==> src/rtl/vdp_mul.sv <==
// ----------------------------------------------------------------------------
// vdp_mul - shared multiplier
// Unsigned 32 x 32 product, registered.
// ----------------------------------------------------------------------------
module vdp_mul (
   input  logic        clock,
   input  logic [31:0] a,
   input  logic [31:0] b,
   output logic [63:0] p
);
   logic [63:0] p_ff;

   always_ff @(posedge clock) begin
      p_ff <= 64'(a) * 64'(b);
   end

   assign p = p_ff;
endmodule

==> config.mk <==
export PLATFORM = sky130hd
export DESIGN_NAME = vdp_mul
export DESIGN_NICKNAME = d
export VERILOG_FILES = /design/src/rtl/vdp_mul.sv
export SDC_FILE = /design/constraint.sdc
export NUM_CORES = 2
export LEC_CHECK = 0
export BUFFER_PORTS_ARGS = -buffer_cell sky130_fd_sc_hd__buf_2
export CORE_AREA = 2 2 255 257
export DETAILED_ROUTE_END_ITERATION = 12
export DIE_AREA = 0 0 257 259
export GPL_TIMING_DRIVEN = 0
export HOLD_SLACK_MARGIN = 0.1
export PLACE_DENSITY = 0.83
export SYNTH_ARGS = -nofsm -noshare
export SYNTH_HDL_FRONTEND = slang
export SYNTH_SLANG_ARGS = --single-unit
==> constraint.sdc <==
create_clock -name clock -period 8 [get_ports clock]
set_input_delay 0.8 -clock clock [delete_from_list [all_inputs] [get_ports clock]]
set_output_delay 0.8 -clock clock [all_outputs]
set_load 0.01 [all_outputs]
Yosys cells after proc, flatten, opt, wreduce, memory -nomap -nowiden

Cells that the tools add are included.

Multipliers: 1

Operators with widths:

| cell                         | count |
|---|---|
| multiplier 32 x 32 -> 64 bit | 1 |

Register bits after elaboration: 64
Input port bits: 65
Output and inout port bits: 64
Logic and storage cells: 2

Logic depth before layout (Yosys ltp)

Depth after elaboration: 1
Mapped depth: 29
Mapped depth without buffers: 27

Worst setup path after synthesis

No wires, ideal clock.

Path kind: input -> register
From: in a[25]
To: reg p_ff[62], in the netlist p[62]
Library setup time: 72 ps
Arrival time: 7481 ps
Required time: 7928 ps
Slack: 447 ps
Stages on the path: 25
Buffers on the path: 2
Path through: clkbuf_1 nand2_1 fa_1 inv_1 fa_1 inv_1 fa_1 inv_1 fa_1 fa_1 fa_1 fa_1 inv_1 fa_1 inv_1 ha_1 buf_2 nand4_1 or4_1 or3_1 a31oi_1 a31o_2 a211oi_1 o21ai_1 xor2_1

Word-level cells in the longest chain between the ends: 1

Ends and longest elaborated chain:

| what                         | RTL line | source |
|---|---|---|
| from (decl)                  | 7        | `input logic [31:0] a,` |
| multiplier 32 x 32 -> 64 bit | 14       | `p_ff <= 64'(a) * 64'(b);` |
| to (signal assigned)         | 14       |  |
| to (decl)                    | 11       | `logic [63:0] p_ff;` |

No other way between the ends.

Worst setup path after layout

From: in b[29]
To: reg p_ff[62], in the netlist p[62]

Word-level cells in the longest chain between the ends: 1

Ends and longest elaborated chain:

| what                         | RTL line | source |
|---|---|---|
| from (decl)                  | 8        | `input logic [31:0] b,` |
| multiplier 32 x 32 -> 64 bit | 14       |  |

No other way between the ends.

==> flow_summary.toml <==
[detailed_routing]
top_layer = "met5"
via_per_inst = 5.88
drc = 0
drt_pre_antenna_iters = 6
vias = 28000
dr_wl_met3_mm = 17.4
dr_wl_met2_mm = 53.5
ant_nets = 0
wl_met1_mm = 39.9
drtIter0Drc = 2929
wl_per_cell_um = 26.1
wl_mm = 124

[hold_path]
hp-class = "in2reg"

[synthesis]
yosys_most_used_dff = "dfxtp_1"
synth_compound_area_share_pct = 4.15
synth.most_common_cell = "fa_1"
yosys_warnings = 0
synth_top_family_by_area = "adder cells"
synthesis.area_sq_um = 34700
synth_edf_count = 0
yosysTopAreaCell = "fa_1"
synthDistinctLibCells = 57
synth_nets = 4972
async_flop_share_pct = 0
synth_xor_area_share_pct = 1.52
synthAdderAreaFrac_pct = 61.2
yosysSeqAreaShare_pct = 3.69
avgSynthCellArea_sq_um = 9.25
synth_commonest_cells = "fa_1, inv_1, and2_1"
synth.mux.area_fraction_pct = 0.0289
synth.area.top_cells = "fa_1, and2_1, ha_1, inv_1, nand2_1"
yosys.area_share.simple_pct = 17.6
synthCells = 3748
synth_top_area_share_pct = 51.7
ys_ff_latch = 64

[sta]
tightestPinTransition_ps = 952
period_needed_ps = 8020
slew_viol_final = 0
hold_violations = 0
rsz0062_at_grt = "true"
fmax_ghz = 0.125
finalCritPeriodShare_pct = 100
worst_slack_ps = -22.2
setup_viol = 1
slew_headroom_pct = 36.6

[floorplanning]
ios = 129
core_sq_um = 63900
fp.dieW_um = 257
die_y_um = 259
dieArea_sq_um = 66600
initial_core_util_pct = 54.3
rows = 93

[global_routing]
grt-ovfl-total = 0
grt_max_degree = 11
grt_pass1_wl_mm = 183
grt_antenna_before_repair = 11
grt_util_all_layers_pct = 38.3
grt_pass1_vias = 29600

[clocking]
ctsHoldBuffers = 0
cts_tree = "yes"
cts_root_buffer = "clkbuf_16"
cts_max_level = 3
cts_buffers = 9
clock-sinks = 64
clkSlewWorstSetupHoldPaths_ps = 50
clockBufferDepth = 2

[finish]
fin_nets = 5117
largest_register_ffs = 64
fill_cells = 5534
area_delta_synth_final_pct = 8.30
instances_no_fill = 4757
drive_gt1_share_pct = 9.70

[setup_path]
arrival_ps = 8300
crit_path_max_fanout = 10
slowest_delay_ps = 580
critPathCaptureType = "register"
startpoint_type = "input pin"
cp_top_family = "adder cells"
path_cells = "buf_2, clkbuf_1, and2_1, fa_1, fa_1, fa_1, fa_1, fa_1, fa_1, fa_1, inv_1, fa_1, inv_1, ha_1, buf_4, nand4_1, nor3_1, o2111ai_2, a31oi_4, a31o_4, a211oi_2, o21ai_1, xor2_1"
critPathLaunch = "b[29]"
cp_slowest_cell = "fa_1"
crit_end = "p[62]$_DFF_P_"
critPathBufInv = 5
crit_type = "in2reg"
cp.required_ps = 8280
cp.depth = 23
cp_common_cell = "fa_1"

[placed_design]
gp_congestion = 1.11
dpl.hpwl_mm = 103
place_inst = 4731
port_buffers = 128

[outcome]
status = "complete, but fails checks"
violations = "negative setup slack"

[run]
cap_viol_max_count = 0
## repair_timing
item,4_1_cts,5_1_grt
setup endpoints to repair,27,23
buffers inserted,4,11
gates resized for setup,191,316
pin swaps,3,16
## logic make-up after synthesis
logic type                 after synthesis
AOI/OAI and AO/OA                      202
DFF                                     64
muxes                                    1
and+or+nand+nor                       1177
xor gates and xnor gates                60
buffers and inverters                 1085
adders and majority gates             1159
## final cells by class
type | instances | area (sq um) | share of cell area (%)
Antenna cell | 5 | 12.5 | 0.0333
Buffer | 211 | 1420 | 3.77
Tap cell | 855 | 1070 | 2.85
Timing Repair Buffer | 143 | 783 | 2.09
Inverter | 865 | 3250 | 8.65
Clock inverter | 3 | 42.5 | 0.113
Multi-Input combinational cell | 2599 | 29500 | 78.4
Sequential cell | 64 | 1280 | 3.41
Clock buffer | 12 | 246 | 0.656
## metrics by stage
step,setup slack [ps],TNS [ps],area [sq um],hold slack [ps],util (%)
2_1_floorplan,447,0,34700,927,-
3_3_place_gp,-1160,-19970,36400,1190,57.0
3_5_place_dp,-1250,-22490,36400,1190,57.0
4_1_cts,-48.1,-48.1,37000,846,58.0
5_1_grt,-84.6,-141,37500,854,58.8
6_report,-22.2,-22.2,37600,875,58.8
## metal layers
layer	GRT usage, %	vias to the layer above
met4	31.8	2
met2	57.3	2187
met3	12.4	688
li1	-	11200
met1	45.2	13900
met5	0.427	-
## worst min-delay path by stage
stage                   end  slack (ps)           from  depth (start not counted)
2_1_floorplan  p[0]$_DFF_P_         930           b[0]                          1
3_3_place_gp           p[1]        1190   p[1]$_DFF_P_                          1
3_5_place_dp          p[21]        1190  p[21]$_DFF_P_                          1
4_1_cts        p[0]$_DFF_P_         850           b[0]                          2
5_1_grt        p[0]$_DFF_P_         850           b[0]                          2
6_report       p[0]$_DFF_P_         880           b[0]                          2
## cell usage in the layout, fill, tap and decap left out, types with 14 or more instances in the layout
master,Yosys,layout
clkbuf_4,0,43
ha_1,263,260
nand4_1,23,23
a21oi_1,63,63
clkbuf_1,213,33
inv_1,865,862
and2_1,602,602
buf_2,6,151
buf_6,0,22
dfxtp_1,64,64
buf_4,0,35
clkbuf_2,0,60
o21ai_0,21,21
xor2_1,25,25
nand2_1,480,480
a21o_1,40,40
nor2_1,20,19
xnor2_1,35,35
and3_1,14,14
fa_1,896,889
Power is left out: the tool's default activity adds up to more than one toggle a clock period on the data nets, which glitch-free logic cannot reach.
