===== config.mk =====
export PLATFORM = sky130hd
export DESIGN_NAME = vdp_sqrt
export DESIGN_NICKNAME = d
export VERILOG_FILES = /design/src/rtl/vdp_sqrt.sv
export SDC_FILE = /design/constraint.sdc
export NUM_CORES = 1
export LEC_CHECK = 0
export BUFFER_PORTS_ARGS = -buffer_cell sky130_fd_sc_hd__buf_4
export CAP_MARGIN = 20
export CORE_MARGIN = 3
export CORE_UTILIZATION = 55
export CTS_BUF_LIST = sky130_fd_sc_hd__clkbuf_2 sky130_fd_sc_hd__clkbuf_4 sky130_fd_sc_hd__clkbuf_8
export DETAILED_ROUTE_END_ITERATION = 8
export GPL_ROUTABILITY_DRIVEN = 0
export PLACE_DENSITY = 0.81
export SLEW_MARGIN = 10
export SYNTH_ARGS = -nofsm -noshare
export SYNTH_HDL_FRONTEND = slang
export SYNTH_SLANG_ARGS = --single-unit

===== constraint.sdc =====
create_clock -name clock -period 9.2 [get_ports clock]
set_clock_uncertainty 0.05 [all_clocks]
set_input_delay 1.84 -clock clock [delete_from_list [all_inputs] [get_ports clock]]
set_output_delay 1.84 -clock clock [all_outputs]
set_load 0.02 [all_outputs]

===== src/rtl/vdp_sqrt.sv =====
// ----------------------------------------------------------------------------
// vdp_sqrt - iterative integer square root
// Floor root of a 64-bit value, one result bit per cycle.
// ----------------------------------------------------------------------------
module vdp_sqrt (
   input  logic         clock,
   input  logic         reset,
   input  logic         start,
   input  logic [63:0]  radicand,
   output logic         busy,
   output logic [31:0]  root
);
   logic [63:0] rem_ff, rem_in;
   logic [63:0] root_ff, root_in;
   logic [63:0] bit_ff, bit_in;
   logic        busy_ff, busy_in;
   logic [63:0] trial;

   always_comb begin
      trial   = root_ff + bit_ff;
      rem_in  = rem_ff;
      root_in = root_ff;
      bit_in  = bit_ff;
      busy_in = busy_ff;
      if (start) begin
         rem_in  = radicand;
         root_in = '0;
         bit_in  = 64'h4000_0000_0000_0000;
         busy_in = 1'b1;
      end else if (busy_ff) begin
         if (rem_ff >= trial) begin
            rem_in  = rem_ff - trial;
            root_in = (root_ff >> 1) + bit_ff;
         end else begin
            root_in = root_ff >> 1;
         end
         bit_in  = bit_ff >> 2;
         busy_in = !bit_ff[0];
      end
   end

   always_ff @(posedge clock) begin
      if (reset) begin
         busy_ff <= 1'b0;
      end else begin
         busy_ff <= busy_in;
      end
      rem_ff  <= rem_in;
      root_ff <= root_in;
      bit_ff  <= bit_in;
   end

   assign busy = busy_ff;
   assign root = root_ff[31:0];
endmodule


---- Word-level counts from Yosys, hierarchy flattened ----
Cells that the tools add are included.
storage, ports and cells
  register bits after elaboration ......... 161
  latch bits .............................. 0
  memory bits (writable) .................. 0
  bits in read-only memories .............. 0
  input port bits ......................... 67
  output and inout bits ................... 33
  word-level logic and storage cells ...... 18
  memories kept ........................... 0
cells by class
  $add $sub $neg .......................... 3
  $mul .................................... 0
  div/mod/pow operators ................... 0
  $lt $le $gt $ge ......................... 1
  equality and inequality tests ........... 0
  shift operators ......................... 0
  mux-type cells .......................... 6
  bitwise gates (word level) .............. 0
  reduce and logical (&&, ||, !) cells .... 4
operators by type and width
  kind                                number
  2-to-1 mux 64 bit                   4
  adder 63 x 63 -> 64 bit             1
  adder 64 x 63 -> 64 bit             1
  greater-or-equal comparator 64 bit  1
  subtractor 64 bit                   1
  nonzero test 2 bit                  2
  2-to-1 mux 1 bit                    2
  AND reduction 2 bit                 1
  zero test 1 bit                     1

---- Depth between registers and ports, before layout ----
  word-level depth ........................ 5
  gate-level depth with buffers ........... 26
  mapped depth without buffers ............ 23

---- Worst setup path before layout ----
No wires, ideal clock.
  path kind ............................... flip-flop to flip-flop
  from .................................... register root_ff[30]
  to ...................................... register rem_ff[0] (enable)
  library setup time ...................... 574 ps
  data arrival time ....................... 8804 ps
  data required time ...................... 8576 ps
  path slack .............................. -228 ps
  stages on the path, launching flop included .. 20
  clock period less this slack ............ 9428 ps
  cells stage by stage .................... dfxtp_1 ha_1 a31o_1 a221o_1 or3_4 o31ai_4 nor4b_1 a2111oi_2 o21bai_1 a31oi_1 xor2_1 ha_1 nand4_1 nor2_1 inv_1 o31ai_1 o211ai_4 buf_4 buf_2 o21ai_0
on the way
  cells in the longest elaborated chain, start to end .. 4
ends and longest elaborated chain
  element                             line  text
  from (decl)                         14    logic [63:0] root_ff, root_in;
  from (signal assigned)              49    root_ff <= root_in;
  adder 64 x 63 -> 64 bit             20    trial = root_ff + bit_ff;
  greater-or-equal comparator 64 bit  31    if (rem_ff >= trial) begin
  nonzero test 2 bit (no line)        -
  AND reduction 2 bit (no line)       -
  to (signal assigned)                48    rem_ff <= rem_in;
  to (decl)                           13    logic [63:0] rem_ff, rem_in;
No other way between the ends.
A chain may end at the register's enable or synchronous reset.

---- Worst setup path in the final report ----
  from .................................... register root_ff[6]
  to ...................................... register root_ff[12]
on the way
  cells in the longest elaborated chain, start to end .. 3
  elaborated cells on any way between the ends .. 4
  classes of those cells .................. add/sub: 2; order compare: 1; mux: 1
ends and longest elaborated chain
  element                             line
  adder 64 x 63 -> 64 bit             20
  greater-or-equal comparator 64 bit  31
  2-to-1 mux 64 bit *                 31
Mark *: on every way between the ends. The rest lies on a longest branch, timed or not.

==> parameters.txt <==
Parameter                              Value

Timing
  Final number of setup-violating endpoints    0
  Worst Hold Margin    0.471 ns
  Share of the cycle needed by the critical path after routing    0.726
  Number of slew-limit violations in the final report    0
  Final critical-path required period    6.68 ns
  FMAX    ~150 MHz
  Worst Tran Pin Value    between 0.9 and 1 ns
  Final Hold Violating Endpoints    0
  RSZ-0062 raised after global routing    no
  Total Neg Setup Slack    0 ns
  Relative slew margins    0.392

Placed design
  Count of input and output buffers    99
  Post-DP HPWL    between 30,000 and 40,000 um
  Placed instance area    15,900 sq um
  Placed instance count    2,308

Synthesis
  Number of flops mapped to enable cells by yosys    64
  Number of synthesized register bits    161
  Post-synth net total    between 2,000 and 2,500
  Async set-reset flop share out of synthesis    0
  Primary flip-flop cell chosen by synthesis mapping    sky130_fd_sc_hd__dfxtp_1
  Yosys synthesis warning count    0
  Count of distinct cell types in the synthesized netlist    87
  Register area share after synthesis    0.252
  Average size of a mapped cell    7.77 sq um
  Synth Cell Area    between 15,000 and 20,000 sq um
  Number of instances in the synthesized netlist    1,974

Detailed routing
  Via-to-Cell Ratio    6.38
  Routed via count    14,900
  DRC Markers    0
  Mean routed wirelength per cell    18.1 um
  Iteration count of the initial detailed-routing pass    6
  Antenna Nets Post-Route    0
  Total Wirelength    between 40,000 and 50,000 um
  Initial DRC Count    1,435

Clock tree
  TritonCTS clock tree    yes
  Inserted Clock Buffers    17
  Clock tree root driver cell    sky130_fd_sc_hd__clkbuf_8
  Num Clock Sinks    161
  Clock insertion delay at the later pin of the skew report    0.50 ns
  Number of buffers between clock root and the deepest sink    2
  Setup fix buffers added after clock tree synthesis    0
  CTS resizes    0
  Post-CTS Hold Buffers    0
  CTS H-tree depth    4
  Clock Pin Slew Worst Setup and Hold Paths    0.10 ns

Global route
  Antenna violations before repair    0
  Most utilized layer in the global route result    met2
  Overall Global Routing Usage    0.272
  Overflow left after global routing    0
  Global-route wire length before repair    about 68,000 um
  Vias in the first global route    14,100
  Met1 usage in global routing    0.318
  Maximum number of pins on one net before global-route repair    roughly 110
  Met2 track demand over resource in global routing    0.474
  Met3 track utilization from global routing    0.0509

Floorplanning
  Die outline area    about 30,000 sq um
  Starting density of the core    0.564
  Die Width    around 170 um
  Area of the core    roughly 27,000 sq um
  Floorplan row count    60
  Io pins    100
  Die H    about 170 um

Final layout
  Finished Layout Cells    2,340
  Post-layout net count    2,154
  Fin area    16,400 sq um
  Synth-to-layout area growth    6.86%
  Proportion of layout cells with a drive suffix above 1    0.0950
  Antenna diode count    0

Critical path
  Reg-to-Reg Start    root_ff[6]
  CP Class    flip-flop to flip-flop
  Cells along the critical path    ha_1, nand2_1, o31ai_1, nand4_1, a211oi_2, o31ai_4, nor4b_1, a2111oi_2, o21bai_1, a31oi_1, xor2_1, ha_1, a21o_1, a21o_1, a221oi_1, o211ai_1, a311o_1, o211ai_4, buf_4, o21ai_0, a221oi_1
  Reg-to-reg critical path endpoint    root_ff[12]
  Maximum fanout along the worst path    54
  Highest-delay cell along the critical path    sky130_fd_sc_hd__buf_4
  R2R Setup Slk    2.52 ns
  CP endpoint kind    flip-flop
  Critical path data required time    9.55 ns
  Buf+Inv Stages, Crit Path    1
  Delay of the slowest critical-path stage    0.52 ns
  Data arrival time at the worst-slack endpoint    7.02 ns
  Top delay family on crit path    compound AO/OA/AOI/OAI gates
  Worst setup SP type    flip-flop
  FF-to-FF path depth    21

Worst hold path
  Tightest Hold Check Type    flip-flop to flip-flop
  Worst hold endpoint    root_ff[0]
  Origin of the worst min-delay path    root_ff[0]
  Instance count along the most critical hold path    2

Power and ir drop
  Maximum ir drop on the vdd rail    0.167 mV
  Leakage dissipation    6.23 nW
  Areal power density over the cells    282 nW/um^2

Flow run
  Max-cap violations    0

Outcome
  Result of the run    completed
-- worst register-to-register path: cells and delay by family, from the launching register on --
| family | cells | cell delay, ns |
|---|---|---|
| buf+inv | 1 | 0.53 |
| simple gates | 3 | 0.83 |
| fa+ha+maj | 2 | 0.75 |
| compound gates | 14 | 3.88 |
| xor+xnor | 1 | 0.17 |
| flops | 1 | 0.39 |
-- where the power goes --
group,leakage (nW),internal (mW),switching [mW],total (mW)
Sequential,1.44,0.999,0.178,1.18
Combinational,4.59,1.09,1.77,2.86
Clock,0.212,0.292,0.301,0.594
Total,6.23,2.38,2.24,4.63
-- layout make-up --
cell class,count,area (sq um)
clock inverters,10,151
multi-input cells,1631,10600
inverters,37,139
clock buffers,21,277
fillers,2495,10800
well taps,372,465
repair buffers,108,835
flip-flops and latches,161,3870
-- stage by stage --
stage	worst slack (ns)	utilization	power, mW
floorplan	1.51	-	3.33
global placement	2.44	0.586	3.84
detailed placement	2.16	0.586	3.92
CTS	2.12	0.602	4.53
global route	1.95	0.603	4.96
finish	2.52	0.603	4.63
-- synthesized netlist by cell type, drive strengths merged, types with 4 or more instances --
cell type,number,share of area
o221a,10,0.0073
nand2,236,0.058
buf,51,0.022
nand4,46,0.020
o41ai,7,0.0052
a31o,15,0.0086
a21oi,137,0.045
nand3,31,0.010
xnor2,76,0.043
inv,37,0.0091
a41oi,5,0.0029
a31oi,57,0.024
dfxtp,97,0.13
nand2b,14,0.0057
nor2b,24,0.0098
a221o,7,0.0046
clkbuf,94,0.023
o21ai,188,0.062
o21bai,30,0.015
a311oi,23,0.014
o221ai,4,0.0023
o31ai,13,0.0076
edfxtp,64,0.13
o211ai,18,0.0097
ha,130,0.11
a221oi,9,0.0055
nor2,207,0.051
and3,12,0.0049
and2,15,0.0061
mux2i,48,0.031
or3,22,0.0093
nor3,39,0.013
or4,4,0.0020
xor2,71,0.041
a211oi,29,0.015
a21o,38,0.019
nor4,6,0.0024
o21a,10,0.0049
-- per-layer routing --
metal | wire [um] | up-vias | part of all wire
met2 | 20400 | 590 | 0.48
met3 | 2820 | 156 | 0.067
met1 | 17000 | 6951 | 0.40
met5 | 0 | - | 0
li1 | - | 7224 | -
met4 | 2150 | 0 | 0.051
-- cells in the final DEF, fill, tap and decap left out, types with 11 or more instances in the layout --
master and count:
sky130_fd_sc_hd__nand2_1 236, sky130_fd_sc_hd__nor2_1 207, sky130_fd_sc_hd__o21ai_0 165, sky130_fd_sc_hd__a21oi_1 136, sky130_fd_sc_hd__ha_1 130, sky130_fd_sc_hd__buf_4 106
sky130_fd_sc_hd__dfxtp_1 96, sky130_fd_sc_hd__xnor2_1 76, sky130_fd_sc_hd__xor2_1 71, sky130_fd_sc_hd__edfxtp_1 64, sky130_fd_sc_hd__a31oi_1 56, sky130_fd_sc_hd__mux2i_1 48
sky130_fd_sc_hd__nand4_1 43, sky130_fd_sc_hd__nor3_1 39, sky130_fd_sc_hd__a21o_1 38, sky130_fd_sc_hd__inv_1 37, sky130_fd_sc_hd__nand3_1 31, sky130_fd_sc_hd__o21bai_1 30
sky130_fd_sc_hd__a211oi_1 27, sky130_fd_sc_hd__nor2b_1 24, sky130_fd_sc_hd__a311oi_1 22, sky130_fd_sc_hd__o21ai_1 21, sky130_fd_sc_hd__or3_1 21, sky130_fd_sc_hd__clkbuf_8 19
sky130_fd_sc_hd__o211ai_1 17, sky130_fd_sc_hd__nand2b_1 14, sky130_fd_sc_hd__and2_1 13, sky130_fd_sc_hd__a31o_2 13, sky130_fd_sc_hd__and3_1 12, sky130_fd_sc_hd__o31ai_1 11
-- flip-flops by register name, summed over array words and instances (netlist names) --
| register | flops |
|---|---|
| bit_ff | 32 |
| rem_ff | 64 |
| root_ff | 64 |
| busy | 1 |
-- kinds of logic (layout without fill, tap and decap cells) --
logic type                 after synthesis  count (layout)  share of synthesized area
buffers and inverters                  182             176                     0.0542
xor gates and xnor gates               147             147                     0.0840
and+or+nand+nor                        669             669                      0.198
AOI/OAI and AO/OA                      634             634                      0.271
adders and majority gates              131             131                      0.107
muxes                                   50              50                     0.0328
DFF                                    161             161                      0.252
-- worst max path at each step --
stage | start | end | slack, ns | cells past startpoint
after floorplan | root_ff[30] | rem_ff[0] | 1.51 | 19
after global placement | root_ff[6] | root_ff[21] | 2.44 | 22
after detailed placement | root_ff[6] | root_ff[12] | 2.16 | 21
after CTS | root_ff[6] | root_ff[12] | 2.12 | 21
after global routing | root_ff[6] | root_ff[12] | 1.95 | 21
final | root_ff[6] | root_ff[12] | 2.52 | 21
(Power assumes the default switching activity.)
