[src/rtl/vdp_pkg.sv]
// ----------------------------------------------------------------------------
// vdp_pkg - shared types and helpers for the double pendulum stepper
// Sequencer states, register indices, commands, fixed widths and the 32-bit saturation helper.
// ----------------------------------------------------------------------------
package vdp_pkg;

   localparam int unsigned CSR_IDX_W = 3;
   localparam int unsigned DIVD_W    = 66;  // |d| * |err| dividend
   localparam int unsigned DIVS_W    = 34;  // 2 * dist divisor

   localparam logic [CSR_IDX_W-1:0] REG_ANCHOR_X      = 3'd0;
   localparam logic [CSR_IDX_W-1:0] REG_ANCHOR_Y      = 3'd1;
   localparam logic [CSR_IDX_W-1:0] REG_GRAVITY       = 3'd2;
   localparam logic [CSR_IDX_W-1:0] REG_FIRST_LENGTH  = 3'd3;
   localparam logic [CSR_IDX_W-1:0] REG_SECOND_LENGTH = 3'd4;

   localparam logic CMD_ADVANCE = 1'b0;
   localparam logic CMD_PLACE   = 1'b1;

   typedef enum logic [3:0] {
      S_IDLE, S_DT, S_GRAV, S_ACC, S_INT, S_DIFF, S_SQX, S_SQY,
      S_SQRT, S_MUL, S_FIX, S_DIV, S_OUT
   } state_type;

   function automatic logic signed [31:0] sat32(input logic signed [37:0] v);
      logic signed [37:0] hi;
      logic signed [37:0] lo;
      hi = 38'sd2147483647;
      lo = -38'sd2147483648;
      if (v > hi) return 32'sh7FFF_FFFF;
      if (v < lo) return 32'sh8000_0000;
      return v[31:0];
   endfunction

endpackage

[src/rtl/vdp_div.sv]
// ----------------------------------------------------------------------------
// vdp_div - iterative restoring divider
// One quotient bit per cycle; quotient rounded half up at the end.
// ----------------------------------------------------------------------------
module vdp_div (
   input  logic                         clock,
   input  logic                         reset,
   input  logic                         start,
   input  logic [vdp_pkg::DIVD_W-1:0]   dividend,
   input  logic [vdp_pkg::DIVS_W-1:0]   divisor,
   output logic                         busy,
   output logic [vdp_pkg::DIVD_W-1:0]   quotient
);
   localparam int unsigned CNT_W = $clog2(vdp_pkg::DIVD_W + 1);

   logic [vdp_pkg::DIVS_W-1:0] r_ff, r_in;
   logic [vdp_pkg::DIVD_W-1:0] q_ff, q_in;
   logic [vdp_pkg::DIVS_W-1:0] d_ff, d_in;
   logic [CNT_W-1:0]           cnt_ff, cnt_in;
   logic                       busy_ff, busy_in;
   logic [vdp_pkg::DIVS_W:0]   t;
   logic                       ge;
   logic                       round_up;

   always_comb begin
      t       = {r_ff, q_ff[vdp_pkg::DIVD_W-1]};
      ge      = t >= {1'b0, d_ff};
      r_in    = r_ff;
      q_in    = q_ff;
      d_in    = d_ff;
      cnt_in  = cnt_ff;
      busy_in = busy_ff;
      if (start) begin
         r_in    = '0;
         q_in    = dividend;
         d_in    = divisor;
         cnt_in  = CNT_W'(vdp_pkg::DIVD_W);
         busy_in = 1'b1;
      end else if (busy_ff) begin
         r_in    = ge ? vdp_pkg::DIVS_W'(t - {1'b0, d_ff}) : t[vdp_pkg::DIVS_W-1:0];
         q_in    = {q_ff[vdp_pkg::DIVD_W-2:0], ge};
         cnt_in  = cnt_ff - 1'b1;
         busy_in = (cnt_ff != CNT_W'(1));
      end
   end

   always_ff @(posedge clock) begin
      if (reset) begin
         busy_ff <= 1'b0;
      end else begin
         busy_ff <= busy_in;
      end
      r_ff   <= r_in;
      q_ff   <= q_in;
      d_ff   <= d_in;
      cnt_ff <= cnt_in;
   end

   // remainder at least half the divisor rounds up
   assign round_up = {r_ff, 1'b0} >= {1'b0, d_ff};
   assign busy     = busy_ff;
   assign quotient = q_ff + vdp_pkg::DIVD_W'(round_up);
endmodule

[config.mk]
export PLATFORM = sky130hd
export DESIGN_NAME = vdp_div
export DESIGN_NICKNAME = d
export VERILOG_FILES = /design/src/rtl/vdp_pkg.sv /design/src/rtl/vdp_div.sv
export SDC_FILE = /design/constraint.sdc
export NUM_CORES = 1
export LEC_CHECK = 0
export ABC_AREA = 1
export BUFFER_PORTS_ARGS = -buffer_cell sky130_fd_sc_hd__buf_4
export CAP_MARGIN = 20
export CORE_UTILIZATION = 60
export CTS_CLUSTER_DIAMETER = 60
export DETAILED_ROUTE_END_ITERATION = 8
export PLACE_DENSITY = 0.83
export SLEW_MARGIN = 20
export SYNTH_ARGS = -nofsm -noshare
export SYNTH_HDL_FRONTEND = slang
export SYNTH_SLANG_ARGS = --single-unit
[constraint.sdc]
create_clock -name clock -period 7.6 [get_ports clock]
set_input_delay 0 -clock clock [delete_from_list [all_inputs] [get_ports clock]]
set_output_delay 0 -clock clock [all_outputs]
set_load 0.1 [all_outputs]
* Word-level counts from Yosys, hierarchy flattened *
Cells that the tools add are included.

storage, ports and cells
  word-level logic and storage cells = 17
  register bits after elaboration = 142
  bits of input ports = 103
  output and inout port bits = 67

operators by class
  magnitude comparators = 2
  reductions and logical operators = 1
  eq/ne operators = 1
  add/subtract/negate cells = 3
  mux-type cells = 5

operators with widths
  kind                                                    count
  2-to-1 mux 66 bit                                       2
  >= comparator 35 x 34 -> 1 bit                          2
  adder 66 x 1 -> 66 bit                                  1
  2-to-1 mux 34 bit                                       1
  subtractor 34 bit                                       1
  inequality test 7 x 1 -> 1 bit (second input constant)  1
  subtractor 7 x 1 -> 7 bit (second input constant)       1
  2-to-1 mux 1 bit                                        2
  nonzero test 2 bit                                      1

* Logic depth before layout (Yosys ltp) *
Gate-level depths: netlist of run 1.

  depth after elaboration = 3
  depth in mapped cells = 27
  mapped depth without buffers = 25

* Worst setup path before layout of run 1 *
Ideal clock, no wire load.

  kind = register -> output
  from = reg d_ff[26] (netlist bit)
  to = out quotient[42] (netlist bit)
  cell stages (with the launch flop) = 26
  required time = 7.600 ns
  buffers on the path = 2
  slack = 3.029 ns
  data arrival time = 4.571 ns
  path through = edfxtp_1 inv_1 ha_1 nand2_2 nor2_2 inv_2 nor2_4 nand2_1 inv_1 nand2_2 and2_1 buf_6 buf_8 o21ai_0 ha_1 ha_1 inv_1 nor3_2 nand2_2 nor2_4 nand2_2 nor2_4 nand2_1 nor2_2 nand3_1 xor2_1

on the way
  longest elaborated chain between the ends = 2

ends and longest elaborated chain
  what                            RTL line       text
  start: declaration              vdp_div.sv:18  logic [vdp_pkg::DIVS_W-1:0] d_ff, d_in;
  start signal: assignment        vdp_div.sv:55  d_ff <= d_in;
  >= comparator 35 x 34 -> 1 bit  vdp_div.sv:60  assign round_up = {r_ff, 1'b0} >= {1'b0, d_ff};
  adder 66 x 1 -> 66 bit          vdp_div.sv:62  assign quotient = q_ff + vdp_pkg::DIVD_W'(round_up);
  end: declaration                vdp_div.sv:12  output logic [vdp_pkg::DIVD_W-1:0] quotient

No other way between the ends.

* Worst setup path after layout of run 1 *
  from = reg d_ff[13] (netlist bit)
  to = out quotient[62] (netlist bit)

The elaborated chain is that of the path after synthesis.

==> metrics.sh, run 1 <==
ROUTE.FINAL.WIRE_LENGTH_UM=35100
GRT_SETUP_UNREPAIRED='no'
VIA_COUNT_OF_THE_FIRST_GLOBAL_ROUTING_PASS=11100
CTS.REPAIR.RESIZED=0
MAXIMUM_NUMBER_OF_PINS_ON_ONE_NET_BEFORE_GLOBAL_ROUTE_REPAIR=67
WORSTSKEWPAIRLATENCY_NS=0.43
AREA_GROWTH_SYN_TO_LAYOUT_PCT=28.6
STATUS='completed'
CLOCKBUFFERDEPTH=2
GPL.FINAL_WEIGHTED_CONGESTION=1.02
POWER.IR.VDD_WORST_mV=0.178
GRT_PASS1_WL_UM=54900
DIE_WIDTH_UM=134
ROUTE.VIAS.TOTAL=11200
PLACE.DETAILED.HPWL_UM=24600
SKEW_NS=0.0116
CTS_TREE='yes'
FIRSTDRTPASSITERS=6
GLOBAL_ROUTE_USAGE_OVER_ALL_LAYERS_PCT=39.6
SYNTH_CELL_TYPE_COUNT=35
GROUTE.LAYER.MET2.USAGE_PCT=71.7
START_KIND='flop'
CRITPATHREQUIREDTIME_NS=7.60
WORST_SETUP_PATH_CLASS='flop to primary output'
WORST_HOLD_PATH_CLASS='primary input to flop'
YS_ASYNC_SR_FRACTION_PCT=0
NUM-NETS-FINAL=1926
MOST_COMMON_CELL_AFTER_LAYOUT_FILL_AND_TAPS_ASIDE='sky130_fd_sc_hd__nand2_1'
CLOCK-ROOT-BUFFER='sky130_fd_sc_hd__clkbuf_16'
PRE_CTS_WS_NS=3.06
HOLD_BUFFERS=99
FINAL.MIN_CLOCK_PERIOD_NS=5.16
PATH_CLK_SLEW_NS=0.07
MAXCLOCKFREQUENCY_MHz=194
GRT_OVERFLOW_TOTAL=0
FINALHOLDVIOLATIONS=0
CTS-HTREE-LEVELS=4
SYNTH_SEQ_CELLS=142
WORST-PATH-MAX-FANOUT=19
PLACEMENT.IO_BUFFERS=169
FIN_AREA_UM2=13400
GR-USAGE-MET3_PCT=6.95
AVERAGE_WIRE_PER_CELL_IN_THE_ROUTED_DESIGN_UM=17.4
FINAL_CELL_MIX='509 x sky130_fd_sc_hd__nand2_1, 260 x sky130_fd_sc_hd__inv_1, 174 x sky130_fd_sc_hd__buf_4'
POWER_DENSITY_nW_PER_UM2=183
SYNTH.AVG_CELL_AREA_UM2=6.86
RESIDUAL_ANTENNA_VIOLATING_NET_COUNT_AFTER_DETAILED_ROUTING=0
N_ANTENNA_CELL=0
SYN_INST=1521
FINAL_CRITICAL_PATH_SETUP_SLACK_NS=2.44
SYNTHESIS.NETS=1663
CRITPATHARRIVALTIME_NS=5.16
YS_WARN_COUNT=0
DIE_AREA_UM2=17900
GLOBAL_ROUTE.PEAK_USAGE_LAYER='met2'
VIAS_PER_CELL=5.57
INITIAL_UTILIZATION_PCT=62.3
SEQUENTIAL_FRACTION_OF_THE_SYNTHESIS_AREA_PCT=36.8
FINALCRITPERIODSHARE_PCT=67.9
CLKSINKCOUNT=142
WORST_PIN_SLEW_NS=0.921
PLACED_CELL_AREA_UM2=11900
COUNT_OF_BUFFERS_ADDED_BY_POST_CTS_TIMING_REPAIR_FOR_SETUP=0
TOTAL_LEAKAGE_POWER_nW=6.56
POST_ROUTE_CELLS_DRIVE_ABOVE_1_SHARE_PCT=13.5
SETUP_VIOL=0
CTS_BUFFERS=17
NETLIST_AREA_UM2=10400
EDFF_COUNT_SYNTH=100
CORE.ROWCOUNT=47
CORE_UM2=16800
CRIT_END_ELEMENT='primary output'
DRCVIOLATIONCOUNT=0
TIMING.MAX_CAP.VIOLATIONS=0
TNS_NS=0
IOPINCOUNT=170
GLOBAL_ROUTE.USAGE.MET1_PCT=44.6
TIMING.MAX_SLEW.REL_SLACK_PCT=38.1
FIRST_ITER_VIOLATIONS=1060
SLEW_VIOL_FINAL=0
YOSYS_MOST_USED_DFF='sky130_fd_sc_hd__edfxtp_1'
FLOORPLAN.DIE.HEIGHT_UM=134
GRT_ANTENNA_BEFORE_REPAIR=0
critical path, cell delays in order, from the launching register on:
cell and delay (ns):
sky130_fd_sc_hd__edfxtp_1 0.32, sky130_fd_sc_hd__inv_1 0.05, sky130_fd_sc_hd__ha_1 0.36, sky130_fd_sc_hd__nand2_1 0.12, sky130_fd_sc_hd__nor2_1 0.18, sky130_fd_sc_hd__inv_1 0.12
sky130_fd_sc_hd__nor2_4 0.13, sky130_fd_sc_hd__nand2_1 0.09, sky130_fd_sc_hd__nand2_1 0.07, sky130_fd_sc_hd__nand2_2 0.06, sky130_fd_sc_hd__and2_1 0.44, sky130_fd_sc_hd__o21ai_0 0.32
sky130_fd_sc_hd__ha_1 0.27, sky130_fd_sc_hd__ha_1 0.19, sky130_fd_sc_hd__inv_1 0.08, sky130_fd_sc_hd__nor3_2 0.30, sky130_fd_sc_hd__nand2_2 0.18, sky130_fd_sc_hd__nor2_4 0.18
sky130_fd_sc_hd__nand2_2 0.11, sky130_fd_sc_hd__nor2_4 0.21, sky130_fd_sc_hd__nand2_1 0.17, sky130_fd_sc_hd__nor2_1 0.16, sky130_fd_sc_hd__xor2_1 0.28, sky130_fd_sc_hd__buf_4 0.35
final timing paths:
kind / depth (start not counted) / start / endpoint / slack (ns)
worst max-delay path: 23 / d_ff[13] / quotient[62] / 2.44
worst min-delay path: 2 / start / cnt_ff[5] / 0.004
worst max register to register: 14 / d_ff[2] / r_ff[12] / 4.39
worst min register to register: 2 / r_ff[30] / r_ff[30] / 0.48
per-stage QoR:
stage | total power (W) | cells | hold WS (ns) | util, %
2_1_floorplan | 0.00139 | 1521 | 0.0793 | -
3_3_place_gp | 0.00156 | 1886 | 0.166 | 70.8
3_5_place_dp | 0.00157 | 1886 | 0.170 | 70.8
4_1_cts | 0.00243 | 2017 | 0.00149 | 80.1
5_1_grt | 0.00251 | 2017 | 0.00789 | 80.1
6_report | 0.00245 | 2017 | 0.00397 | 80.1
logic make-up (layout without fill, tap and decap cells):
| group | after synthesis | in the layout | synth area share [%] |
|---|---|---|---|
| AOI/OAI and AO/OA | 95 | 95 | 4.69 |
| xor gates and xnor gates | 83 | 83 | 6.96 |
| adders and majority gates | 39 | 39 | 4.75 |
| buffers and inverters | 293 | 569 | 11.0 |
| DFF | 142 | 142 | 36.8 |
| and+or+nand+nor | 869 | 869 | 35.8 |
synth_stat cells (2+ instances only):
master / number / area, um^2
sky130_fd_sc_hd__xor2_1: 68 / 596
sky130_fd_sc_hd__nor3_1: 41 / 205
sky130_fd_sc_hd__nand3_2: 7 / 70.1
sky130_fd_sc_hd__nor2_2: 10 / 62.6
sky130_fd_sc_hd__nor4_1: 19 / 119
sky130_fd_sc_hd__nor2_4: 5 / 56.3
sky130_fd_sc_hd__edfxtp_1: 100 / 3000
sky130_fd_sc_hd__nand3_1: 97 / 485
sky130_fd_sc_hd__and2_1: 3 / 18.8
sky130_fd_sc_hd__nand2_2: 7 / 43.8
sky130_fd_sc_hd__inv_2: 2 / 7.51
sky130_fd_sc_hd__dfxtp_1: 42 / 841
sky130_fd_sc_hd__o21ai_1: 6 / 30.0
sky130_fd_sc_hd__nor3_2: 4 / 40.0
sky130_fd_sc_hd__nand2_1: 509 / 1910
sky130_fd_sc_hd__ha_1: 38 / 475
sky130_fd_sc_hd__a21oi_1: 26 / 130
sky130_fd_sc_hd__o21bai_1: 4 / 30.0
sky130_fd_sc_hd__nand4_1: 30 / 188
sky130_fd_sc_hd__xnor2_1: 15 / 131
sky130_fd_sc_hd__inv_1: 261 / 980
sky130_fd_sc_hd__nor2_1: 134 / 503
sky130_fd_sc_hd__buf_4: 4 / 30.0
sky130_fd_sc_hd__o21ai_0: 57 / 285
sky130_fd_sc_hd__buf_6: 3 / 33.8
sky130_fd_sc_hd__clkbuf_1: 20 / 75.1
state kept, by name (all words and copies together), names as in the netlist:
| signal | cells |
|---|---|
| r_ff | 34 |
| d_ff | 34 |
| q_ff | 66 |
| busy | 1 |
| cnt_ff | 7 |
per-layer routing:
layer  vias to the layer above  part of all wire [%]
met1                      5115                    37
met5                         -                     0
met3                       158                   8.3
met2                       618                    49
li1                       5337                     -
met4                         0                   5.5
power breakdown:
group | switching, W | leakage (nW) | total, W | internal, W
clock | 0.000356 | 0.288 | 0.000839 | 0.000482
sequential | 0.0000507 | 1.35 | 0.000947 | 0.000896
combinational | 0.000485 | 4.92 | 0.000666 | 0.000181
final cells by class:
cell class              count  area (um^2)
clock inverters            11          103
clock buffers              21          472
fillers                  1141         3330
repair buffers            273         2300
flip-flops and latches    142         3840
inverters                 264          991
well taps                 220          275
multi-input cells        1086         5450
Note: power is estimated with default switching activity, not from simulation.
==> run 2, diff against run 1 <==
ABC_AREA = 0   (was 1)
CORE_UTILIZATION = 51   (was 60)
PLACE_DENSITY = 0.76   (was 0.83)
clock period = 4.1 ns   (was 7.6 ns; I/O delays follow)
==> run 2 against run 1 <==
Register-to-register slack worse by 4.2 ns. Clock power up 100%. Via count down 25%. Largest cell class unchanged. Non-clock buffer count up 67. Largest power group unchanged. Clock-buffer cell count down 2. Synthesized area down 13%. Highest routed layer unchanged. First-iteration DRC count down 46%.
==> metrics.sh, run 2 <==
SYNTH_LARGEST_TYPE_AREA_FRACTION_PCT=33.1  # +4.3 points
POWER.IR.VDD_WORST_mV=0.251  # +41%
FINAL_CELL_MIX='218 x sky130_fd_sc_hd__buf_4, 102 x sky130_fd_sc_hd__dlygate4sd3_1, 100 x sky130_fd_sc_hd__edfxtp_1'
CRITICAL_PATH.TOP_DELAY_FAMILY='simple AND/OR/NAND/NOR gates'
CRIT_END_ELEMENT='primary output'
GRT_ANTENNA_BEFORE_REPAIR=1  # +1
PLACEMENT.IO_BUFFERS=169  # unchanged
SLEW_VIOL_FINAL=0  # unchanged
STATUS='completed'
CRITPATHARRIVALTIME_NS=4.02  # -1.14 ns
SYNTH.TOP_CELLS.BY_AREA='sky130_fd_sc_hd__edfxtp_1 33%, sky130_fd_sc_hd__dfxtp_1 9.3%, sky130_fd_sc_hd__mux2_2 7.6%, sky130_fd_sc_hd__xnor2_1 5.8%, sky130_fd_sc_hd__ha_1 5.2%'
FIRST_ITER_VIOLATIONS=571  # -46%
POWER_FRAC_SEQ_PCT=35.3  # -3.3 points
WORST_HOLD_PATH_CLASS='primary input to flop'
DRCVIOLATIONCOUNT=0  # unchanged
WORST-PATH-MAX-FANOUT=4  # -15
REG_TOP3='q_ff (66), d_ff (34), r_ff (34)'
WORST_PIN_SLEW_NS=0.958  # +0.0367 ns
SETUP_VIOL=0  # unchanged
GRT_OVERFLOW_TOTAL=0  # unchanged
GLOBAL_ROUTE_USAGE_OVER_ALL_LAYERS_PCT=28.9  # -11 points
CLOCKBUFFERDEPTH=2  # unchanged
TNS_NS=0  # unchanged
SYNTH_CELL_TYPE_COUNT=73  # +110%
YOSYS.CELL_COUNT.TOP_TYPE='sky130_fd_sc_hd__edfxtp_1'
YOSYS-MUX-AREA-FRACTION_PCT=8.22  # +8.2 points
LARGEST_FAMILY_OF_LOGIC_CELLS_BY_SYNTHESIZED_AREA='simple AND/OR/NAND/NOR gates'
CORE_UM2=17400  # +3.6%
FIN_AREA_UM2=13700  # +2.3%
YOSYS_MOST_USED_DFF='sky130_fd_sc_hd__edfxtp_1'
CP.BUFFERS_INVERTERS=3  # -1
DIE_AREA_UM2=18400  # +2.4%
SYNTH.TOP_CELLS.BY_COUNT='100 x sky130_fd_sc_hd__edfxtp_1, 81 x sky130_fd_sc_hd__nor2_1, 69 x sky130_fd_sc_hd__nand2_1'
CLKSINKCOUNT=142  # unchanged
SYNTH.AVG_CELL_AREA_UM2=9.89  # +44%
PLACED_CELL_AREA_UM2=11300  # -5.0%
GPL.FINAL_WEIGHTED_CONGESTION=0.952  # -6.6%
CTS-HTREE-LEVELS=4  # unchanged
AREA_GROWTH_SYN_TO_LAYOUT_PCT=51.3
PLACE.DETAILED.HPWL_UM=16800  # -32%
CRITPATHREQUIREDTIME_NS=4.10  # -3.50 ns
SYNTHADDERAREAFRAC_PCT=5.45  # +0.71 points
WORSTSKEWPAIRLATENCY_NS=0.43  # about the same
CTS_TREE='yes'
SYN_INST=919  # -40%
SYNTHDOMINANTAREACELLTYPE='sky130_fd_sc_hd__edfxtp_1'
CP_COMMON_CELL='sky130_fd_sc_hd__ha_4'
AVERAGE_WIRE_PER_CELL_IN_THE_ROUTED_DESIGN_UM=17.9  # +2.5%
POWER.COMBINATIONAL.FRACTION_PCT=32.1  # +4.9 points
DIE_WIDTH_UM=135  # +1.2%
START_KIND='flop'
FINALCRITPERIODSHARE_PCT=98.1
MAXCLOCKFREQUENCY_MHz=249
PRE_CTS_WS_NS=0.0890  # -2.97 ns
FINAL_CRITICAL_PATH_SETUP_SLACK_NS=0.0779  # -2.36 ns
WORST_SETUP_PATH_CLASS='flop to primary output'
POWER_FRAC_CLOCK_PCT=32.6  # -1.6 points
EDFF_COUNT_SYNTH=100  # unchanged
WORSTPATHCELLLIST='inv_2, ha_4, a21oi_4, o21ai_2, a221o_1, o2bb2ai_2, or3_4, ha_4, ha_4, and4_1, and3_4, and4_1, and2_4, and4_4, buf_6, xor2_4, buf_12'
SYNTHESIS.NETS=1061  # -36%
MAXIMUM_NUMBER_OF_PINS_ON_ONE_NET_BEFORE_GLOBAL_ROUTE_REPAIR=117  # +75%
YS_ASYNC_SR_FRACTION_PCT=0  # unchanged
CORE.ROWCOUNT=48  # +2.1%
FINAL.MIN_CLOCK_PERIOD_NS=4.02
FILLERINSTANCES=1061  # -7.0%
FLOORPLAN.DIE.HEIGHT_UM=135  # +1.2%
LARGEST_REGISTER='q_ff'
POST_ROUTE_CELLS_DRIVE_ABOVE_1_SHARE_PCT=36.9  # +23 points
POWER_DENSITY_nW_PER_UM2=378  # +110%
SKEW_NS=0.0150  # +0.00338 ns
SWITCHING_SHARE_PCT=34.2  # -2.2 points
POWER.NET_SWITCHING_W=0.00178  # +99%
SYNTH_SEQ_CELLS=142  # unchanged
SLOWEST_DELAY_NS=0.38  # -0.06 ns
ROUTE.VIAS.TOTAL=8386  # -25%
CRIT_SLOWEST_CELL='sky130_fd_sc_hd__edfxtp_1'
AREA_FRACTION_IN_COMPOUND_GATES_AFTER_SYNTHESIS_PCT=13.9  # +9.2 points
CLOCK-ROOT-BUFFER='sky130_fd_sc_hd__clkbuf_16'
GRT_SETUP_UNREPAIRED='yes'
ROUTE.FINAL.WIRE_LENGTH_UM=26300  # -25%
RESIDUAL_ANTENNA_VIOLATING_NET_COUNT_AFTER_DETAILED_ROUTING=0  # unchanged
SYNTH_XOR_AREA_SHARE_PCT=8.29  # +1.3 points
GRT_PASS1_WL_UM=41100  # -25%
INITIAL_UTILIZATION_PCT=52.3  # -9.9 points
POST-ROUTE-UTIL_PCT=79.2  # -0.95 points
FINALHOLDVIOLATIONS=0  # unchanged
PATH_CLK_SLEW_NS=0.06  # about the same
SYNTH_SIMPLE_GATE_AREA_SHARE_PCT=17.3  # -18 points
TIMING.MAX_SLEW.REL_SLACK_PCT=36.1  # -2.0 points
VIAS_PER_CELL=5.69  # +2.3%
YS_WARN_COUNT=0  # unchanged
TOTAL_LEAKAGE_POWER_nW=5.67  # -14%
NUM-NETS-FINAL=1376  # -29%
CELL_INTERNAL_PWR_W=0.00342  # +120%
MULTI_INPUT_AREA_UM2=5790  # +6.3%
VIA_COUNT_OF_THE_FIRST_GLOBAL_ROUTING_PASS=8283  # -25%
SEQUENTIAL_FRACTION_OF_THE_SYNTHESIS_AREA_PCT=42.3  # +5.5 points
LARGEST_REGISTER_FFS=66  # unchanged
REGISTER_AREA_UM2=3840  # about the same
TIMING.MAX_CAP.VIOLATIONS=0  # unchanged
CTS_BUFFERS=17  # unchanged
IOPINCOUNT=170  # unchanged
NETLIST_AREA_UM2=9080  # -13%
FIRSTDRTPASSITERS=6  # unchanged
MOST_COMMON_CELL_AFTER_LAYOUT_FILL_AND_TAPS_ASIDE='sky130_fd_sc_hd__buf_4'
==> run 2: final timing paths <==
| path | startpoint | to | slack (ns) | cells after the start |
|---|---|---|---|---|
| worst max-delay path | d_ff[14] | quotient[30] | 0.08 | 17 |
| worst min-delay path | reset | busy | 0.26 | 3 |
| worst max register to register | d_ff[17] | r_ff[33] | 0.18 | 24 |
| worst min register to register | cnt_ff[6] | cnt_ff[6] | 0.50 | 2 |
==> run 2: metrics by stage <==
stage | instances | hold slack (ns) | power (W)
global placement | 1304 | 0.156 | 0.00327
detailed placement | 1304 | 0.155 | 0.00328
floorplan | 919 | 0.0724 | 0.00291
global route | 1473 | 0.266 | 0.00537
CTS | 1466 | 0.256 | 0.00512
finish | 1473 | 0.261 | 0.00520
==> run 2: what timing repair did <==
| item | 4_1_cts | 5_1_grt |
|---|---|---|
| resized for setup | 49 | 66 |
| hold buffers | 102 | 0 |
| setup endpoints to repair | 23 | 46 |
| gates cloned | 0 | 0 |
| pin swaps | 13 | 18 |
| buffers inserted | 28 | 6 |
| hold endpoints to repair | 106 | 0 |
==> run 2: kinds of logic (layout without fill, tap and decap cells) <==
group / Yosys count / count (layout)
AO/OA/AOI/OAI: 180 / 180
XOR/XNOR: 86 / 86
adder cells (fa/ha/maj): 39 / 39
buffers and inverters: 99 / 427
flip-flops: 142 / 142
multiplexers: 67 / 67
other: 0 / 1
AND/OR/NAND/NOR: 306 / 306
==> run 2: final cells by class <==
class	count	area share (%)
diodes	1	0.0182
clock buffers	19	3.22
clock inverters	13	1.42
inverters	55	1.50
multi-input cells	678	42.1
flip-flops and latches	142	28.0
well taps	225	2.05
repair buffers	340	21.7
==> run 2: routing by layer <==
layer | up-vias | track usage (%) | wire length [um]
li1 | 3983 | - | -
met1 | 4021 | 34.9 | 10900
met2 | 317 | 51.1 | 13300
met3 | 65 | 4.71 | 1290
met4 | 0 | 12.1 | 770
met5 | - | 0 | 0
==> run 2: power groups by stage <==
stage               logic [W]  registers (W)  clock network [W]
floorplan             0.00108        0.00182                  0
global placement      0.00142        0.00184                  0
detailed placement    0.00143        0.00185                  0
CTS                   0.00158        0.00182            0.00171
global route          0.00176        0.00185            0.00176
finish                0.00167        0.00183            0.00169
==> run 2: tightest hold or removal path: stages <==
cell and delay, ns:
sky130_fd_sc_hd__dlygate4sd3_1 0.52, sky130_fd_sc_hd__buf_4 0.10, sky130_fd_sc_hd__nor2_1 0.03
==> run 3, diff against run 2 <==
--- a/config.mk
+++ b/config.mk
@@ -8,5 +8,5 @@
 export ABC_AREA = 0
 export BUFFER_PORTS_ARGS = -buffer_cell sky130_fd_sc_hd__buf_4
-export CAP_MARGIN = 20
+export CAP_MARGIN = 25
 export CORE_UTILIZATION = 51
 export CTS_CLUSTER_DIAMETER = 60
==> constraint.sdc (replaced) <==
create_clock -name clock -period 4.1 [get_ports clock]
set_input_delay 0.615 -clock clock [delete_from_list [all_inputs] [get_ports clock]]
set_output_delay 0.615 -clock clock [all_outputs]
set_load 0.1 [all_outputs]
==> run 3 against run 2 <==
The run now ends with negative setup slack left. Via count up 6.1%. Maximum frequency down 15%. Wire length up 23%. Clock skew down 0.0075 ns. Combinational power up 14%. Critical path type unchanged.
==> metrics.sh, run 3 (same netlist as run 2, synthesis figures left out) <==
STATUS='finished with violations'
FAILED_CHECKS='negative setup slack'
MAXCLOCKFREQUENCY_MHz=212  # -15%
PLACED_CELL_AREA_UM2=12700  # +12%
R2R.WORST_PATH.CELLS=11  # -54%
POWER_DENSITY_nW_PER_UM2=359  # -5.0%
WORST_PIN_SLEW_NS=0.857  # -0.101 ns
FINAL.MIN_CLOCK_PERIOD_NS=4.72  # +0.702 ns
FINAL_CELL_MIX='261 x sky130_fd_sc_hd__buf_4, 100 x sky130_fd_sc_hd__edfxtp_1, 67 x sky130_fd_sc_hd__nor2_1'
AREA_GROWTH_SYN_TO_LAYOUT_PCT=62.4
WORST-PATH-MAX-FANOUT=8  # +4
SETUP_VIOL=58  # +58
REGISTER_AREA_UM2=3840  # unchanged
ROUTE.VIAS.TOTAL=8896  # +6.1%
ROUTE.FINAL.WIRE_LENGTH_UM=32400  # +23%
CTS_BUFFERS=17  # unchanged
DIE_WIDTH_UM=135  # unchanged
RESIDUAL_ANTENNA_VIOLATING_NET_COUNT_AFTER_DETAILED_ROUTING=0  # unchanged
FLOORPLAN.DIE.HEIGHT_UM=135  # unchanged
GLOBAL_ROUTE_USAGE_OVER_ALL_LAYERS_PCT=32.4  # +3.5 points
CLKSINKCOUNT=142  # unchanged
CTS_TREE='yes'
PRE_CTS_WS_NS=-0.289  # -0.378 ns
INITIAL_UTILIZATION_PCT=52.3  # unchanged
DIE_AREA_UM2=18400  # unchanged
IOPINCOUNT=170  # unchanged
FILLERINSTANCES=802  # -24%
CTS-HTREE-LEVELS=4  # unchanged
LARGEST_REGISTER='q_ff'
DRCVIOLATIONCOUNT=0  # unchanged
GRT_SETUP_UNREPAIRED='yes'
FIRSTDRTPASSITERS=5  # -1
CORE.ROWCOUNT=48  # unchanged
WORSTSKEWPAIRLATENCY_NS=0.43  # about the same
VIAS_PER_CELL=6.06  # +6.4%
START_KIND='flop'
MOST_COMMON_CELL_AFTER_LAYOUT_FILL_AND_TAPS_ASIDE='sky130_fd_sc_hd__buf_4'
GRT_OVERFLOW_TOTAL=0  # unchanged
POWER_FRAC_CLOCK_PCT=28.6  # -4.0 points
POWER.NET_SWITCHING_W=0.00191  # +7.4%
SKEW_NS=0.00751  # -0.00746 ns
REG_TOP3='q_ff (66), d_ff (34), r_ff (34)'
CLOCK-ROOT-BUFFER='sky130_fd_sc_hd__clkbuf_16'
GRT_ANTENNA_BEFORE_REPAIR=0  # -1
PLACE.DETAILED.HPWL_UM=18000  # +7.2%
WORST_HOLD_PATH_CLASS='primary input to flop'
FIN_AREA_UM2=14800  # +7.4%
AVERAGE_WIRE_PER_CELL_IN_THE_ROUTED_DESIGN_UM=22.1  # +24%
HOLD_BUFFERS=0  # -100%
CRITPATHREQUIREDTIME_NS=3.48  # -0.62 ns
PLACEMENT.IO_BUFFERS=169  # unchanged
TIMING.MAX_CAP.VIOLATIONS=0  # unchanged
CRITPATHARRIVALTIME_NS=4.11  # +0.09 ns
LARGEST_REGISTER_FFS=66  # unchanged
TNS_NS=-21.37  # -21.37 ns
FINAL_CRITICAL_PATH_SETUP_SLACK_NS=-0.624  # -0.702 ns
POST_ROUTE_CELLS_DRIVE_ABOVE_1_SHARE_PCT=48.9  # +12 points
FINALHOLDVIOLATIONS=0  # unchanged
FINALCRITPERIODSHARE_PCT=115  # +17 points
POWER.COMBINATIONAL.FRACTION_PCT=36.1  # +4.0 points
SWITCHING_SHARE_PCT=36.0  # +1.8 points
MULTI_INPUT_AREA_UM2=6570  # +13%
GRT_PASS1_WL_UM=45400  # +10%
NUM-NETS-FINAL=1372  # -0.29%
FIRST_ITER_VIOLATIONS=660  # +16%
N_ANTENNA_CELL=0  # -1
TOTAL_LEAKAGE_POWER_nW=6.05  # +6.8%
POWER.IR.VDD_WORST_mV=0.322  # +28%
CORE_UM2=17400  # unchanged
SLEW_VIOL_FINAL=0  # unchanged
CELL_INTERNAL_PWR_W=0.00339  # -0.81%
POWER_FRAC_SEQ_PCT=35.3  # about the same
HOLD-WORST-SLACK_NS=0.349  # +0.0876 ns
CLOCKBUFFERDEPTH=2  # unchanged
PATH_CLK_SLEW_NS=0.06  # about the same
CRIT_END_ELEMENT='primary output'
WORST_SETUP_PATH_CLASS='flop to primary output'
NUMBER_OF_STAGES_ON_THE_WORST_HOLD_PATH=2  # -1
GPL.FINAL_WEIGHTED_CONGESTION=0.901  # -5.4%
VIA_COUNT_OF_THE_FIRST_GLOBAL_ROUTING_PASS=8565  # +3.4%
MAXIMUM_NUMBER_OF_PINS_ON_ONE_NET_BEFORE_GLOBAL_ROUTE_REPAIR=79  # -32%
TIMING.MAX_SLEW.REL_SLACK_PCT=41.4  # +5.3 points
run 3: through the flow:
stage / cells / total power [W] / util, %
6_report: 1468 / 0.00530 / 85.0
4_1_cts: 1452 / 0.00515 / 82.2
2_1_floorplan: 919 / 0.00301 / -
3_5_place_dp: 1413 / 0.00348 / 73.0
5_1_grt: 1468 / 0.00546 / 85.0
3_3_place_gp: 1413 / 0.00345 / 73.0
run 3: layer usage:
metal / part of all wire [%] / global-route usage, % / vias up
met3: 6.9 / 5.84 / 107
met2: 51 / 58.5 / 498
met1: 38 / 38.6 / 4307
met5: 0 / 0 / -
li1: - / - / 3984
met4: 3.7 / 10.9 / 0
run 3: worst max-delay path, stage by stage (launching register included):
cell                        delay, ns
sky130_fd_sc_hd__edfxtp_1        0.32
sky130_fd_sc_hd__inv_1           0.04
sky130_fd_sc_hd__ha_1            0.35
sky130_fd_sc_hd__nand3_2         0.12
sky130_fd_sc_hd__nor2_1          0.06
sky130_fd_sc_hd__a221o_1         0.38
sky130_fd_sc_hd__o2bb2ai_4       0.15
sky130_fd_sc_hd__or3_4           0.41
sky130_fd_sc_hd__ha_4            0.18
sky130_fd_sc_hd__ha_4            0.15
sky130_fd_sc_hd__and4_4          0.19
sky130_fd_sc_hd__and3_4          0.18
sky130_fd_sc_hd__and4_4          0.21
sky130_fd_sc_hd__buf_4           0.15
sky130_fd_sc_hd__buf_12          0.15
sky130_fd_sc_hd__and3_4          0.21
sky130_fd_sc_hd__xor2_4          0.22
sky130_fd_sc_hd__buf_12          0.21
run 3: what timing repair did:
| item | CTS | global route |
|---|---|---|
| setup buffers | 8 | 17 |
| endpoints found under the hold margin | 0 | 0 |
| gates resized for setup | 223 | 70 |
| pin swaps | 31 | 32 |
| endpoints found under the setup margin | 57 | 60 |
run 3: power by group through the flow:
stage	clock, W	combinational, W	sequential (W)
floorplan	0	0.00115	0.00185
global placement	0	0.00159	0.00186
detailed placement	0	0.00161	0.00186
CTS	0.00151	0.00180	0.00184
global route	0.00158	0.00200	0.00188
finish	0.00152	0.00191	0.00187
run 3: final timing paths:
path	slack, ns	endpoint	from
setup / recovery	-0.62	quotient[54]	d_ff[16]
hold / removal	0.35	busy	reset
setup reg to reg	0.44	r_ff[29]	d_ff[2]
hold reg to reg	0.51	r_ff[6]	r_ff[6]
run 3: area by class of cell:
cell class              instances  area share (%)
clock buffers                  27            3.41
multi-input cells             678            44.5
repair buffers                336            22.3
well taps                     225            1.91
inverters                      55            1.40
flip-flops and latches        142            26.1
clock inverters                 5           0.382
